File: config.mk
export PLATFORM = sky130hd
export DESIGN_NAME = acpr_ctrl
export DESIGN_NICKNAME = d
export VERILOG_FILES = /design/src/sv/acpr_pkg.sv /design/src/sv/acpr_ctrl.sv
export SDC_FILE = /design/constraint.sdc
export NUM_CORES = 1
export LEC_CHECK = 0
export BUFFER_PORTS_ARGS = -buffer_cell sky130_fd_sc_hd__buf_4
export CORE_AREA = 2 2 39 41
export DETAILED_ROUTE_END_ITERATION = 10
export DIE_AREA = 0 0 41 43
export SLEW_MARGIN = 10
export SYNTH_ARGS = -nofsm -noshare
export SYNTH_HDL_FRONTEND = slang
export SYNTH_SLANG_ARGS = --single-unit
File: constraint.sdc
create_clock -name aclk -period 1.7 [get_ports aclk]
set_input_delay 0.255 -clock aclk [delete_from_list [all_inputs] [get_ports aclk]]
set_output_delay 0.255 -clock aclk [all_outputs]
set_load 0.005 [all_outputs]
File: src/sv/acpr_pkg.sv
package acpr_pkg;

    // Table and search sizes
    localparam int MAX_BOXES  = 64;
    localparam int MAX_PASSES = 8;
    localparam int COORD_BITS = 32;

    // Fixed field widths
    localparam int COORD_W = 32;
    localparam int HALF_W  = 31;
    localparam int PM_W    = COORD_W + 2;   // mover bound, centre +/- half extent
    localparam int SEP_W   = COORD_W + 3;   // separation between two bounds
    localparam int WIDE_W  = COORD_W + 4;   // centre plus separation before clamping

    localparam int IDX_W    = (MAX_BOXES > 1) ? $clog2(MAX_BOXES) : 1;
    localparam int CNT_W    = $clog2(MAX_BOXES + 1);
    localparam int PASS_W   = $clog2(MAX_PASSES + 1);
    localparam int SAT_BITS = (COORD_BITS < COORD_W) ? COORD_BITS : COORD_W;
    localparam int BOX_W    = 6 * COORD_W;

    localparam int SEP_N = 6;
    localparam int SEL_W = 3;

    // Stream widths
    localparam int IN_DATA_W  = 192;
    localparam int IN_USER_W  = 2;
    localparam int OUT_DATA_W = 104;
    localparam int OUT_USED_W = 3 * COORD_W + 6;

    // Command codes carried in s_tuser
    localparam logic [IN_USER_W-1:0] CMD_ADD     = 2'd0;
    localparam logic [IN_USER_W-1:0] CMD_CLEAR   = 2'd1;
    localparam logic [IN_USER_W-1:0] CMD_RESOLVE = 2'd2;

    typedef enum logic [2:0] {
        ST_IDLE,
        ST_DISPATCH,
        ST_PREP,
        ST_SCAN,
        ST_PICK,
        ST_MOVE,
        ST_FINISH
    } acpr_state_t;

    // Controller to datapath
    typedef struct packed {
        logic load;
        logic add;
        logic clear;
        logic prep;
        logic scan;
        logic pick;
        logic move;
        logic finish;
    } acpr_cmd_t;

    // Datapath to controller
    typedef struct packed {
        logic [IN_USER_W-1:0] command;
        logic                 count_zero;
        logic                 hit;
        logic                 last;
        logic                 pick_last;
        logic                 pass_last;
        logic                 out_free;
    } acpr_stat_t;

    // Clamp a wide signed value to the coordinate range
    function automatic logic signed [COORD_W-1:0] sat_coord(input logic signed [WIDE_W-1:0] v);
        logic signed [WIDE_W-1:0] hi;
        logic signed [WIDE_W-1:0] lo;
        hi = $signed((WIDE_W'(1) << (SAT_BITS - 1)) - WIDE_W'(1));
        lo = ~hi;
        if (v > hi) begin
            return hi[COORD_W-1:0];
        end else if (v < lo) begin
            return lo[COORD_W-1:0];
        end
        return v[COORD_W-1:0];
    endfunction

endpackage

File: src/sv/acpr_ctrl.sv
module acpr_ctrl import acpr_pkg::*; (
    input  logic       aclk,
    input  logic       aresetn,
    input  logic       s_tvalid,
    output logic       s_tready,
    input  acpr_stat_t stat,
    output acpr_cmd_t  cmd
);

    acpr_state_t state_reg;
    acpr_state_t state_next;

    // State register
    always_ff @(posedge aclk) begin
        if (!aresetn) begin
            state_reg <= ST_IDLE;
        end else begin
            state_reg <= state_next;
        end
    end

    // Next state and datapath commands
    always_comb begin
        state_next = state_reg;
        cmd        = '0;
        s_tready   = 1'b0;
        case (state_reg)
            ST_IDLE: begin
                s_tready = 1'b1;
                cmd.load = s_tvalid;
                if (s_tvalid) begin
                    state_next = ST_DISPATCH;
                end
            end
            ST_DISPATCH: begin
                case (stat.command)
                    CMD_ADD: begin
                        cmd.add    = 1'b1;
                        state_next = ST_FINISH;
                    end
                    CMD_CLEAR: begin
                        cmd.clear  = 1'b1;
                        state_next = ST_FINISH;
                    end
                    CMD_RESOLVE: begin
                        state_next = ST_PREP;
                    end
                    default: begin
                        state_next = ST_FINISH;
                    end
                endcase
            end
            ST_PREP: begin
                cmd.prep   = 1'b1;
                state_next = stat.count_zero ? ST_FINISH : ST_SCAN;
            end
            ST_SCAN: begin
                cmd.scan = 1'b1;
                if (stat.hit) begin
                    state_next = ST_PICK;
                end else if (stat.last) begin
                    state_next = ST_FINISH;
                end
            end
            ST_PICK: begin
                cmd.pick = 1'b1;
                if (stat.pick_last) begin
                    state_next = ST_MOVE;
                end
            end
            ST_MOVE: begin
                cmd.move   = 1'b1;
                state_next = stat.pass_last ? ST_FINISH : ST_PREP;
            end
            ST_FINISH: begin
                cmd.finish = stat.out_free;
                if (stat.out_free) begin
                    state_next = ST_IDLE;
                end
            end
            default: begin
                state_next = ST_IDLE;
            end
        endcase
    end

endmodule

; Word level (Yosys, flattened, before mapping)
; Cells that the tools add are included.
[classes]
mux = 19
reduce_logical = 3
n_eq_ne = 12
[ops]
columns = cell, count
row1 = $mux W3, 8
row2 = $pmux W3 S7, 1
row3 = $eq A3 B3 Y1 const B, 3
row4 = $mux W1, 9
row5 = $eq A3 B2 Y1 const B, 2
row6 = $ne A2 B2 Y1 const B, 3
row7 = $reduce_and A4 Y1, 1
row8 = $eq A3 B1 Y1 const B, 1
row9 = $logic_not A3 Y1, 1
row10 = $ne A3 B3 Y1 const B, 1
row11 = $eq A2 B1 Y1 const B, 1
row12 = $eq A2 B2 Y1 const B, 1
row13 = $logic_not A2 Y1, 1
row14 = $mux W2, 1
[word_totals]
reg_bits = 3
out_inout_bits = 9
inputBits = 11
wordCells = 35

; Logic depth before layout (Yosys ltp)
; Gate-level depths: netlist of the first run.
[logic_depth]
word_depth = 3
mapped_depth = 5
mapped_depth_nobuf = 4

; Worst setup path after synthesis of the first run
; No wires, ideal clock.
[synth_path]
path_type = reg2out
startpoint = register state_reg[1]
endpoint = output port cmd[5] in the netlist's numbering
path_buffers = 2
stages_incl_launch_ff = 4
slack_ns = 0.523
arrival_time_ns = 0.922
cell_sequence = dfxtp_1 buf_2 buf_2 nor4b_1
[synth_rtl]
columns = element, line
row1 = start: declaration, acpr_ctrl.sv:10  ; acpr_state_t state_reg;
row2 = start signal: assignment, acpr_ctrl.sv:18  ; state_reg <= state_next;
row3 = end: declaration, acpr_ctrl.sv:7  ; output acpr_cmd_t cmd

==> results of run 1 <==
[final cells by class]
class | instances | area share
well taps | 16 | 0.0440
flip-flops and latches | 3 | 0.132
repair buffers | 20 | 0.330
multi-input cells | 31 | 0.420
clock buffers | 4 | 0.0577
inverters | 2 | 0.0165
[logic make-up (layout without fill, tap and decap cells)]
| kind of cell | count (synthesis) | after routing | share of synthesized area |
|---|---|---|---|
| compound gates | 11 | 11 | 0.272 |
| buf+inv | 6 | 26 | 0.118 |
| flops | 3 | 3 | 0.211 |
| mux | 1 | 1 | 0.0351 |
| simple gates | 19 | 19 | 0.364 |
[worst reg2reg max path, cell delays in order, from the launching register on]
cell and delay, ps:
dfxtp_1 620, nor2_1 130, a21oi_2 160, a311oi_1 60, a211oi_1 250
[worst paths after layout]
check / startpoint / to / slack (ps)
worst max-delay path: state_reg[2] / cmd[5] / 140
worst min-delay path: aresetn / state_reg[0] / 250
worst max register to register: state_reg[1] / state_reg[2] / 400
worst min register to register: state_reg[2] / state_reg[1] / 720
[cells in the mapped netlist]
library cell,count
and3_1,1
inv_1,1
a311oi_1,1
a21oi_2,1
nor4b_1,1
dfxtp_1,3
nand2_1,2
a211oi_1,2
o41ai_1,1
o22a_1,1
nor4_1,2
nor2_1,5
buf_6,1
a21oi_1,2
nand2b_1,3
mux2i_1,1
buf_2,3
inv_2,1
nor3b_1,2
nor3_1,2
and2_1,1
o21a_1,1
o21ai_0,2
[stage by stage]
step                setup WS, ps  area [µm²]   util  hold WS, ps
CTS                          110         455  0.329          247
global placement             393         429  0.310          486
floorplan                    523         285      -          372
global route                36.7         455  0.329          252
detailed placement           337         429  0.310          477
finish                       142         455  0.329          254
[cells in the final DEF, fill, tap and decap left out, types with 2 or more instances in the layout]
| cell type | instances |
|---|---|
| nor4_1 | 2 |
| nand2_1 | 2 |
| o21ai_0 | 2 |
| buf_4 | 20 |
| a211oi_1 | 2 |
| nor3_1 | 2 |
| nor3b_1 | 2 |
| clkbuf_4 | 3 |
| nor2_1 | 5 |
| nand2b_1 | 3 |
| a21oi_1 | 2 |
| dfxtp_1 | 3 |
[per-layer routing]
metal / routed length, µm / part of all wire / vias to the layer above / global-route usage
li1: - / - / 185 / -
met1: 327 / 0.47 / 142 / 0.122
met2: 303 / 0.43 / 14 / 0.109
met3: 67 / 0.096 / 0 / 0.0157
met4: 0 / 0 / 0 / 0.0400
met5: 0 / 0 / - / 0
[report_power, final]
group          total, mW  internal (mW)  leakage (nW)  switching, mW
clock network      0.118         0.0875        0.0150         0.0309
logic              0.171          0.101         0.161         0.0700
registers          0.122         0.0846        0.0248         0.0375
==> parameters.txt, run 1 <==
Parameter                              Value

Outcome
  Result of the run ... complete, no violations

CTS
  Number of buffers inserted during clock tree synthesis ... 3
  Deepest level of the CTS H-tree ... 1
  Number of buffers between clock root and the deepest sink ... 2
  Number of gates resized after CTS ... 0
  Root Buffer Master ... clkbuf_4
  Sink Count ... 3
  CTS tree ... yes
  Postcts setup bufs ... 0
  Hold-fix buffers at CTS ... 0
  Post-CTS clock slew at the launch and capture registers of the worst setup and hold paths ... 30 ps
  Later-pin clock latency in the skew report ... 220 ps

Global route
  GRT Residual Overflow ... 0
  All-Layer GR Usage ... 0.0823
  Maximum number of pins on one net before global-route repair ... 18
  Number of antenna violations at the first check in global routing ... 0
  Wire length of the first global-routing pass ... 1030 µm
  Number of global-route vias before repair ... 268

Floorplanning
  Standard-cell rows ... 14
  Initial core utilization ... 0.206
  Vertical extent of the die ... 43 µm
  Width of the chip ... 41 µm
  Die Footprint ... 1760 µm²
  # IOs ... 20
  Placeable core area ... 1380 µm²

Layout
  Area occupied by registers ... 60.1 µm²
  Area Overhead vs Synth ... 59.6%
  Share of layout cells above drive strength 1 ... 0.417
  Number of flip-flops under the largest register name ... 3
  Area used by multi-input combinational logic ... 191 µm²
  Final antenna diode count ... 0
  Post-layout nets ... 72
  Fill cell count ... 161
  Count of non-filler cells in the finished layout ... 76

Drt
  Routed Wire Length ... 698 µm
  DRT iter0 DRCs ... 0
  Ratio of routed vias to standard cells ... 4.49
  Routed wire per std cell ... 9.18 µm
  1st-pass router iterations ... 1
  Detailed-route via count ... 341
  Antenna violation net count after detailed routing ... 0
  Detailed-route DRC error count ... 0

Place
  Post-DP HPWL ... 563 µm
  Global placement routability congestion ... 0.816
  # placed instances ... 72
  # port buffers ... 19

STA
  Number of max-slew violations in the final report ... 0
  Final worst-path cycle share ... 0.917
  Number of failing setup endpoints in the final timing report ... 0
  Worst Max-Slew Pin Slew ... 499 ps
  Final critical-path required period ... 1560 ps
  Highest achievable clock rate ... 642 MHz
  Slew Limit Headroom ... 0.667
  Post-Route Setup TNS ... 0 ps
  Final Hold Vio Count ... 0
  Skew final ... 1.78 ps
  Setup repair after global routing missed its margin ... no

Pwr
  Pleak ... 0.201 nW
  Power density normalized to cell area ... 903 nW/µm²
  Worst supply voltage drop on vdd ... 0.326 mV
  Total power of the final layout ... 411 µW

Worst setup path
  Kind of cell with the highest combined delay on the critical path ... simple AND/OR/NAND/NOR gates
  Critical Path Max Stage Delay ... 390 ps
  Slowest library cell on the worst path ... dfxtp_1
  Number of cells on the critical path ... 3
  Critical path fanouts, max ... 10
  Worst path cell trace ... nand2b_1 -> nor4b_1 -> buf_4
  Worst Reg-to-Reg Cells ... 4
  Required time of the worst setup path ... 1440 ps
  Critical Path Start Type ... flip-flop
  Arrival time of data at the critical path endpoint ... 1300 ps
  Class of the most critical setup path ... reg2out
  Number of buffer and inverter stages on the critical path ... 1
  CP Capture Type ... primary output

Synth
  Sequential-to-total area share from yosys stat ... 0.211
  Synth Register Bits ... 3
  Cells after synthesis ... 40
  Cell taking the most area after synthesis ... dfxtp_1
  Number of distinct standard cells referenced by the synthesized netlist ... 23
  Area share of the leading cell type in the synthesized netlist ... 0.211
  Mapped Area ... 285 µm²
  Synthesis Warnings ... 0
  Synthesized area per cell ... 7.13 µm²
  Syn Nets ... 51
  Largest cells by area after synthesis ... dfxtp_1, nand2b_1, nor2_1

Worst hold path
  Worst hold-check path type ... in2reg
  Worst hold stages ... 2

Run
  Total of max-cap violations ... 0
Power figures use the tool's default switching activity.
==> run 2, diff against run 1 <==
- CTS_BUF_LIST: default -> sky130_fd_sc_hd__clkbuf_16
==> run 2 against run 1 <==
Against the previous run:
- sequential share of layout area down 1.4 points
- cell area is 12% higher
- critical path depth stayed put
- non-clock buffer count is the same
- largest cell class unchanged
==> parameters.txt, run 2 (synthesized netlist as in run 1, its figures left out) <==
Parameter                              Value

Floorplanning
  Placeable core area ... 1380 µm² (unchanged)
  Standard-cell rows ... 14 (unchanged)
  # IOs ... 20 (unchanged)
  Die Footprint ... 1760 µm² (unchanged)
  Initial core utilization ... 0.206 (unchanged)
  Vertical extent of the die ... 43 µm (unchanged)
  Width of the chip ... 41 µm (unchanged)

Drt
  Routed Wire Length ... 750 µm (was 698 µm)
  1st-pass router iterations ... 4 (was 1)
  Routed wire per std cell ... 9.87 µm (was 9.18 µm)
  DRT iter0 DRCs ... 6 (was 0)
  Antenna violation net count after detailed routing ... 0 (unchanged)
  Detailed-route via count ... 347 (was 341)
  Ratio of routed vias to standard cells ... 4.57 (was 4.49)
  Detailed-route DRC error count ... 0 (unchanged)

STA
  Highest achievable clock rate ... 641 MHz (was 642 MHz)
  Final critical-path required period ... 1560 ps (about the same)
  Final Hold Vio Count ... 0 (unchanged)
  Slew Limit Headroom ... 0.663 (was 0.667)
  Number of max-slew violations in the final report ... 0 (unchanged)
  Worst Slack Setup Final ... 140 ps (was 142 ps)
  Post-Route Setup TNS ... 0 ps (unchanged)
  Worst Hold Margin ... 255 ps (was 254 ps)
  Skew final ... 0.241 ps (was 1.78 ps)
  Number of failing setup endpoints in the final timing report ... 0 (unchanged)
  Setup repair after global routing missed its margin ... no (unchanged)
  Worst Max-Slew Pin Slew ... 505 ps (was 499 ps)
  Final worst-path cycle share ... 0.918 (was 0.917)

Worst setup path
  Worst Reg-to-Reg Cells ... 4 (unchanged)
  Required time of the worst setup path ... 1440 ps (about the same)
  Critical Path Start Type ... flip-flop (unchanged)
  Register-to-register setup slack ... 390 ps (was 400 ps)
  Worst flop-to-flop path startpoint ... state_reg[1] (unchanged)
  Arrival time of data at the critical path endpoint ... 1300 ps (about the same)
  Critical path fanouts, max ... 10 (unchanged)
  Worst path cell trace ... nand2b_1 -> nor4b_1 -> buf_4 (unchanged)
  Endpoint of the lowest-slack register-to-register path ... state_reg[2] (unchanged)
  CP Capture Type ... primary output (unchanged)
  Class of the most critical setup path ... reg2out (unchanged)
  Critical Path Max Stage Delay ... 390 ps (about the same)
  Slowest library cell on the worst path ... dfxtp_1 (unchanged)

Worst hold path
  Launch point of the worst hold path ... aresetn (unchanged)
  Worst hold stages ... 2 (unchanged)
  Worst hold-check path type ... in2reg (unchanged)
  Capture endpoint of the worst hold path ... state_reg[0] (unchanged)

CTS
  Number of buffers inserted during clock tree synthesis ... 3 (unchanged)
  Sink Count ... 3 (unchanged)
  CTS tree ... yes (unchanged)
  Number of buffers between clock root and the deepest sink ... 2 (unchanged)
  Later-pin clock latency in the skew report ... 220 ps (about the same)
  Deepest level of the CTS H-tree ... 1 (unchanged)
  Number of gates resized after CTS ... 0 (unchanged)
  Root Buffer Master ... clkbuf_16 (was clkbuf_4)
  Post-CTS clock slew at the launch and capture registers of the worst setup and hold paths ... 30 ps (about the same)
  Postcts setup bufs ... 0 (unchanged)
  Hold-fix buffers at CTS ... 0 (unchanged)

Layout
  Area Overhead vs Synth ... 78.1% (was 59.6%)
  Share of layout cells above drive strength 1 ... 0.417 (unchanged)
  Post-layout nets ... 72 (unchanged)
  Most common library cell in the layout ignoring fill and taps ... buf_4 (unchanged)
  Top library cells by usage in the layout, fill and taps aside ... buf_4, nor2_1, nand2b_1, clkbuf_16, dfxtp_1 (was buf_4, nor2_1, nand2b_1, clkbuf_4, dfxtp_1)
  Final core area utilization ... 0.367 (was 0.329)
  Final antenna diode count ... 0 (unchanged)
  Number of flip-flops under the largest register name ... 3 (unchanged)

Pwr
  Power density normalized to cell area ... 1300 nW/µm² (was 903 nW/µm²)
  Pleak ... 0.228 nW (was 0.201 nW)
  Total power of the final layout ... 660 µW (was 411 µW)
  Worst supply voltage drop on vdd ... 0.385 mV (was 0.326 mV)

Global route
  GRT Residual Overflow ... 0 (unchanged)
  Wire length of the first global-routing pass ... 1080 µm (was 1030 µm)
  Number of global-route vias before repair ... 274 (was 268)
  Maximum number of pins on one net before global-route repair ... 18 (unchanged)
  Number of antenna violations at the first check in global routing ... 0 (unchanged)
  All-Layer GR Usage ... 0.0944 (was 0.0823)

Place
  # port buffers ... 19 (unchanged)
  Worst setup timing slack at the placement stage ... 337 ps (unchanged)
  Post-DP HPWL ... 563 µm (unchanged)
  Global placement routability congestion ... 0.816 (unchanged)

Run
  Total of max-cap violations ... 0 (unchanged)

Outcome
  Result of the run ... complete, no violations (unchanged)
run 2: cell types whose count changed in the layout (fill, tap and decap cells not counted):
cell	delta
inv_1	+1
clkbuf_4	-3
clkbuf_16	+3
clkbuf_1	-1
run 2: how the worst max path moves through the flow:
stage | endpoint | slack, ps | cells past startpoint | start
2_1_floorplan | cmd[5] | 520 | 3 | state_reg[1]
3_3_place_gp | cmd[5] | 390 | 3 | state_reg[2]
3_5_place_dp | cmd[5] | 340 | 3 | state_reg[2]
4_1_cts | cmd[5] | 110 | 3 | state_reg[2]
5_1_grt | cmd[7] | 50 | 3 | state_reg[1]
6_report | cmd[5] | 140 | 3 | state_reg[2]
run 2: critical path: cells and delay by family (launching register included):
| kind | cells | cell delay [ps] |
|---|---|---|
| buffers and inverters | 1 | 160 |
| flip-flops | 1 | 390 |
| AND/OR/NAND/NOR | 2 | 530 |
run 2: cell type report:
class | instances | area, µm²
clock buffer | 3 | 75.1
tap | 16 | 20.0
timing repair buffer | 20 | 150
inverter | 2 | 7.51
sequential | 3 | 60.1
multi-input combinational | 31 | 191
clock inverter | 1 | 3.75
fill | 151 | 876
run 2: through the flow:
step | instances | instance area (µm²)
finish | 76 | 508
global placement | 72 | 429
global route | 76 | 508
floorplan | 40 | 285
detailed placement | 72 | 429
CTS | 76 | 508
run 2: power breakdown:
part           total (mW)  switching, mW  internal (mW)  leakage [nW]
registers           0.122         0.0374         0.0847        0.0248
clock network       0.367         0.0640          0.303        0.0423
logic               0.171         0.0705          0.101         0.161
run 2: per-layer routing:
layer,global-route usage,routed length [µm],vias to the layer above
li1,-,-,185
met1,0.129,342,144
met2,0.113,319,16
met3,0.0157,72,2
met4,0.100,15,0
met5,0,0,-
==> run 3, diff against run 2 <==
- SETUP_SLACK_MARGIN: default -> 0.3
==> run 3 against run 2 <==
Against the previous run:
- clock skew barely moved
- clock power about the same
- worst hold slack got worse by 0.89 ps
- critical endpoint unchanged
- largest cell class unchanged
==> parameters.txt, run 3 (synthesized netlist as in run 1, its figures left out) <==
Parameter                              Value

Place
  Placed Area ... 429 µm² (unchanged)
  Global placement routability congestion ... 0.816 (unchanged)
  Post-DP HPWL ... 563 µm (unchanged)
  # port buffers ... 19 (unchanged)
  # placed instances ... 72 (unchanged)

Drt
  DRT iter0 DRCs ... 6 (unchanged)
  Detailed-route DRC error count ... 0 (unchanged)
  Detailed-route via count ... 353 (was 347)
  1st-pass router iterations ... 4 (unchanged)
  Antenna violation net count after detailed routing ... 0 (unchanged)
  Ratio of routed vias to standard cells ... 4.64 (was 4.57)
  Routed wire per std cell ... 10.5 µm (was 9.87 µm)
  Routed Wire Length ... 797 µm (was 750 µm)

Pwr
  Worst supply voltage drop on vdd ... 0.404 mV (was 0.385 mV)
  Internal power ... 505 µW (was 489 µW)
  Pleak ... 0.241 nW (was 0.228 nW)
  Sw frac ... 0.267 (was 0.260)
  Total power of the final layout ... 688 µW (was 660 µW)
  Reported net switching power ... 184 µW (was 172 µW)
  Logic gate share of total power ... 0.271 (was 0.259)
  Power density normalized to cell area ... 1250 nW/µm² (was 1300 nW/µm²)
  Sequential cell fraction of total power ... 0.195 (was 0.185)
  Part of the power in the clock network ... 0.534 (was 0.556)

STA
  Final worst-path cycle share ... 0.808 (was 0.918)
  Highest achievable clock rate ... 728 MHz (was 641 MHz)
  Worst Hold Margin ... 254 ps (was 255 ps)
  Worst Max-Slew Pin Slew ... 354 ps (was 505 ps)
  Slew Limit Headroom ... 0.762 (was 0.663)
  Post-Route Setup TNS ... 0 ps (unchanged)
  Number of max-slew violations in the final report ... 0 (unchanged)
  Setup repair after global routing missed its margin ... no (unchanged)
  Skew final ... 0.607 ps (was 0.241 ps)
  Final critical-path required period ... 1370 ps (was 1560 ps)
  Final Hold Vio Count ... 0 (unchanged)
  Number of failing setup endpoints in the final timing report ... 0 (unchanged)

CTS
  CTS tree ... yes (unchanged)
  Sink Count ... 3 (unchanged)
  Hold-fix buffers at CTS ... 0 (unchanged)
  Number of buffers inserted during clock tree synthesis ... 3 (unchanged)
  Later-pin clock latency in the skew report ... 220 ps (about the same)
  Post-CTS clock slew at the launch and capture registers of the worst setup and hold paths ... 30 ps (about the same)
  Deepest level of the CTS H-tree ... 1 (unchanged)
  Number of buffers between clock root and the deepest sink ... 2 (unchanged)
  Root Buffer Master ... clkbuf_16 (unchanged)

Worst setup path
  Critical Path Max Stage Delay ... 370 ps (was 390 ps)
  Worst flop-to-flop path startpoint ... state_reg[0] (was state_reg[1])
  Worst path cell trace ... nand2b_4 -> nor4b_4 -> buf_4 (was nand2b_1 -> nor4b_1 -> buf_4)
  Critical Path Start Type ... flip-flop (unchanged)
  Kind of cell with the highest combined delay on the critical path ... simple AND/OR/NAND/NOR gates (unchanged)
  Number of buffer and inverter stages on the critical path ... 1 (unchanged)
  Class of the most critical setup path ... reg2out (unchanged)
  Crit. Startpoint ... state_reg[2] (unchanged)
  Arrival time of data at the critical path endpoint ... 1120 ps (was 1300 ps)
  Slowest library cell on the worst path ... dfxtp_4 (was dfxtp_1)
  Required time of the worst setup path ... 1440 ps (about the same)
  Critical path fanouts, max ... 10 (unchanged)
  CP Capture Type ... primary output (unchanged)
  Register-to-register setup slack ... 530 ps (was 390 ps)

Layout
  Fill cell count ... 145 (was 151)
  Share of layout cells above drive strength 1 ... 0.533 (was 0.417)
  Most common library cell in the layout ignoring fill and taps ... buf_4 (unchanged)
  Count of non-filler cells in the finished layout ... 76 (unchanged)
  Final antenna diode count ... 0 (unchanged)
  Post-layout nets ... 72 (unchanged)
  Number of flip-flops under the largest register name ... 3 (unchanged)
  Area Overhead vs Synth ... 92.5% (was 78.1%)
  Top library cells by usage in the layout, fill and taps aside ... buf_4, nor2_1, clkbuf_16 (was buf_4, nor2_1, nand2b_1, clkbuf_16, dfxtp_1)
  Post-Layout Inst Area ... 549 µm² (was 508 µm²)

Global route
  Maximum number of pins on one net before global-route repair ... 18 (unchanged)
  GRT Residual Overflow ... 0 (unchanged)
  All-Layer GR Usage ... 0.0964 (was 0.0944)
  Number of global-route vias before repair ... 276 (was 274)
  Number of antenna violations at the first check in global routing ... 0 (unchanged)
  Wire length of the first global-routing pass ... 1100 µm (was 1080 µm)

Floorplanning
  Width of the chip ... 41 µm (unchanged)
  Die Footprint ... 1760 µm² (unchanged)
  # IOs ... 20 (unchanged)
  Initial core utilization ... 0.206 (unchanged)
  Placeable core area ... 1380 µm² (unchanged)
  Standard-cell rows ... 14 (unchanged)
  Vertical extent of the die ... 43 µm (unchanged)

Outcome
  Result of the run ... complete, no violations (unchanged)

Worst hold path
  Worst hold-check path type ... in2reg (unchanged)
  Launch point of the worst hold path ... aresetn (unchanged)

Run
  Total of max-cap violations ... 0 (unchanged)
-- run 3: final cells by class --
class	instances	area, µm²	share of cell area
tap	16	20.0	0.0364
inverter	2	7.51	0.0137
clock inverter	1	3.75	0.00683
multi-input combinational	31	224	0.408
clock buffer	3	75.1	0.137
sequential	3	68.8	0.125
timing repair buffer	20	150	0.273
-- run 3: stage by stage --
stage,worst slack (ps),util
after CTS,323,0.385
after detailed placement,337,0.310
after global routing,292,0.397
after floorplan,523,-
final,327,0.397
after global placement,393,0.310
-- run 3: power groups by stage --
stage | clock (mW) | combinational (mW) | sequential, mW
2_1_floorplan | 0 | 0.137 | 0.0909
3_3_place_gp | 0 | 0.172 | 0.122
3_5_place_dp | 0 | 0.172 | 0.123
4_1_cts | 0.373 | 0.183 | 0.132
5_1_grt | 0.381 | 0.205 | 0.140
6_report | 0.368 | 0.186 | 0.134
-- run 3: final timing paths --
path	end	cells past startpoint
min	state_reg[0]	2
max	cmd[5]	3
min reg2reg	state_reg[1]	2
max reg2reg	state_reg[0]	4
-- run 3: layer usage --
layer	up-vias	track usage	wire length, µm
met5	-	0	0
met4	0	0.100	15
met3	2	0.0157	79
met2	16	0.116	351
met1	150	0.132	351
li1	185	-	-
-- run 3: repair_timing --
action | CTS | global route
pin swaps | 1 | 0
resized for setup | 7 | 3
setup buffers | 0 | 0
setup endpoints to repair | 7 | 4
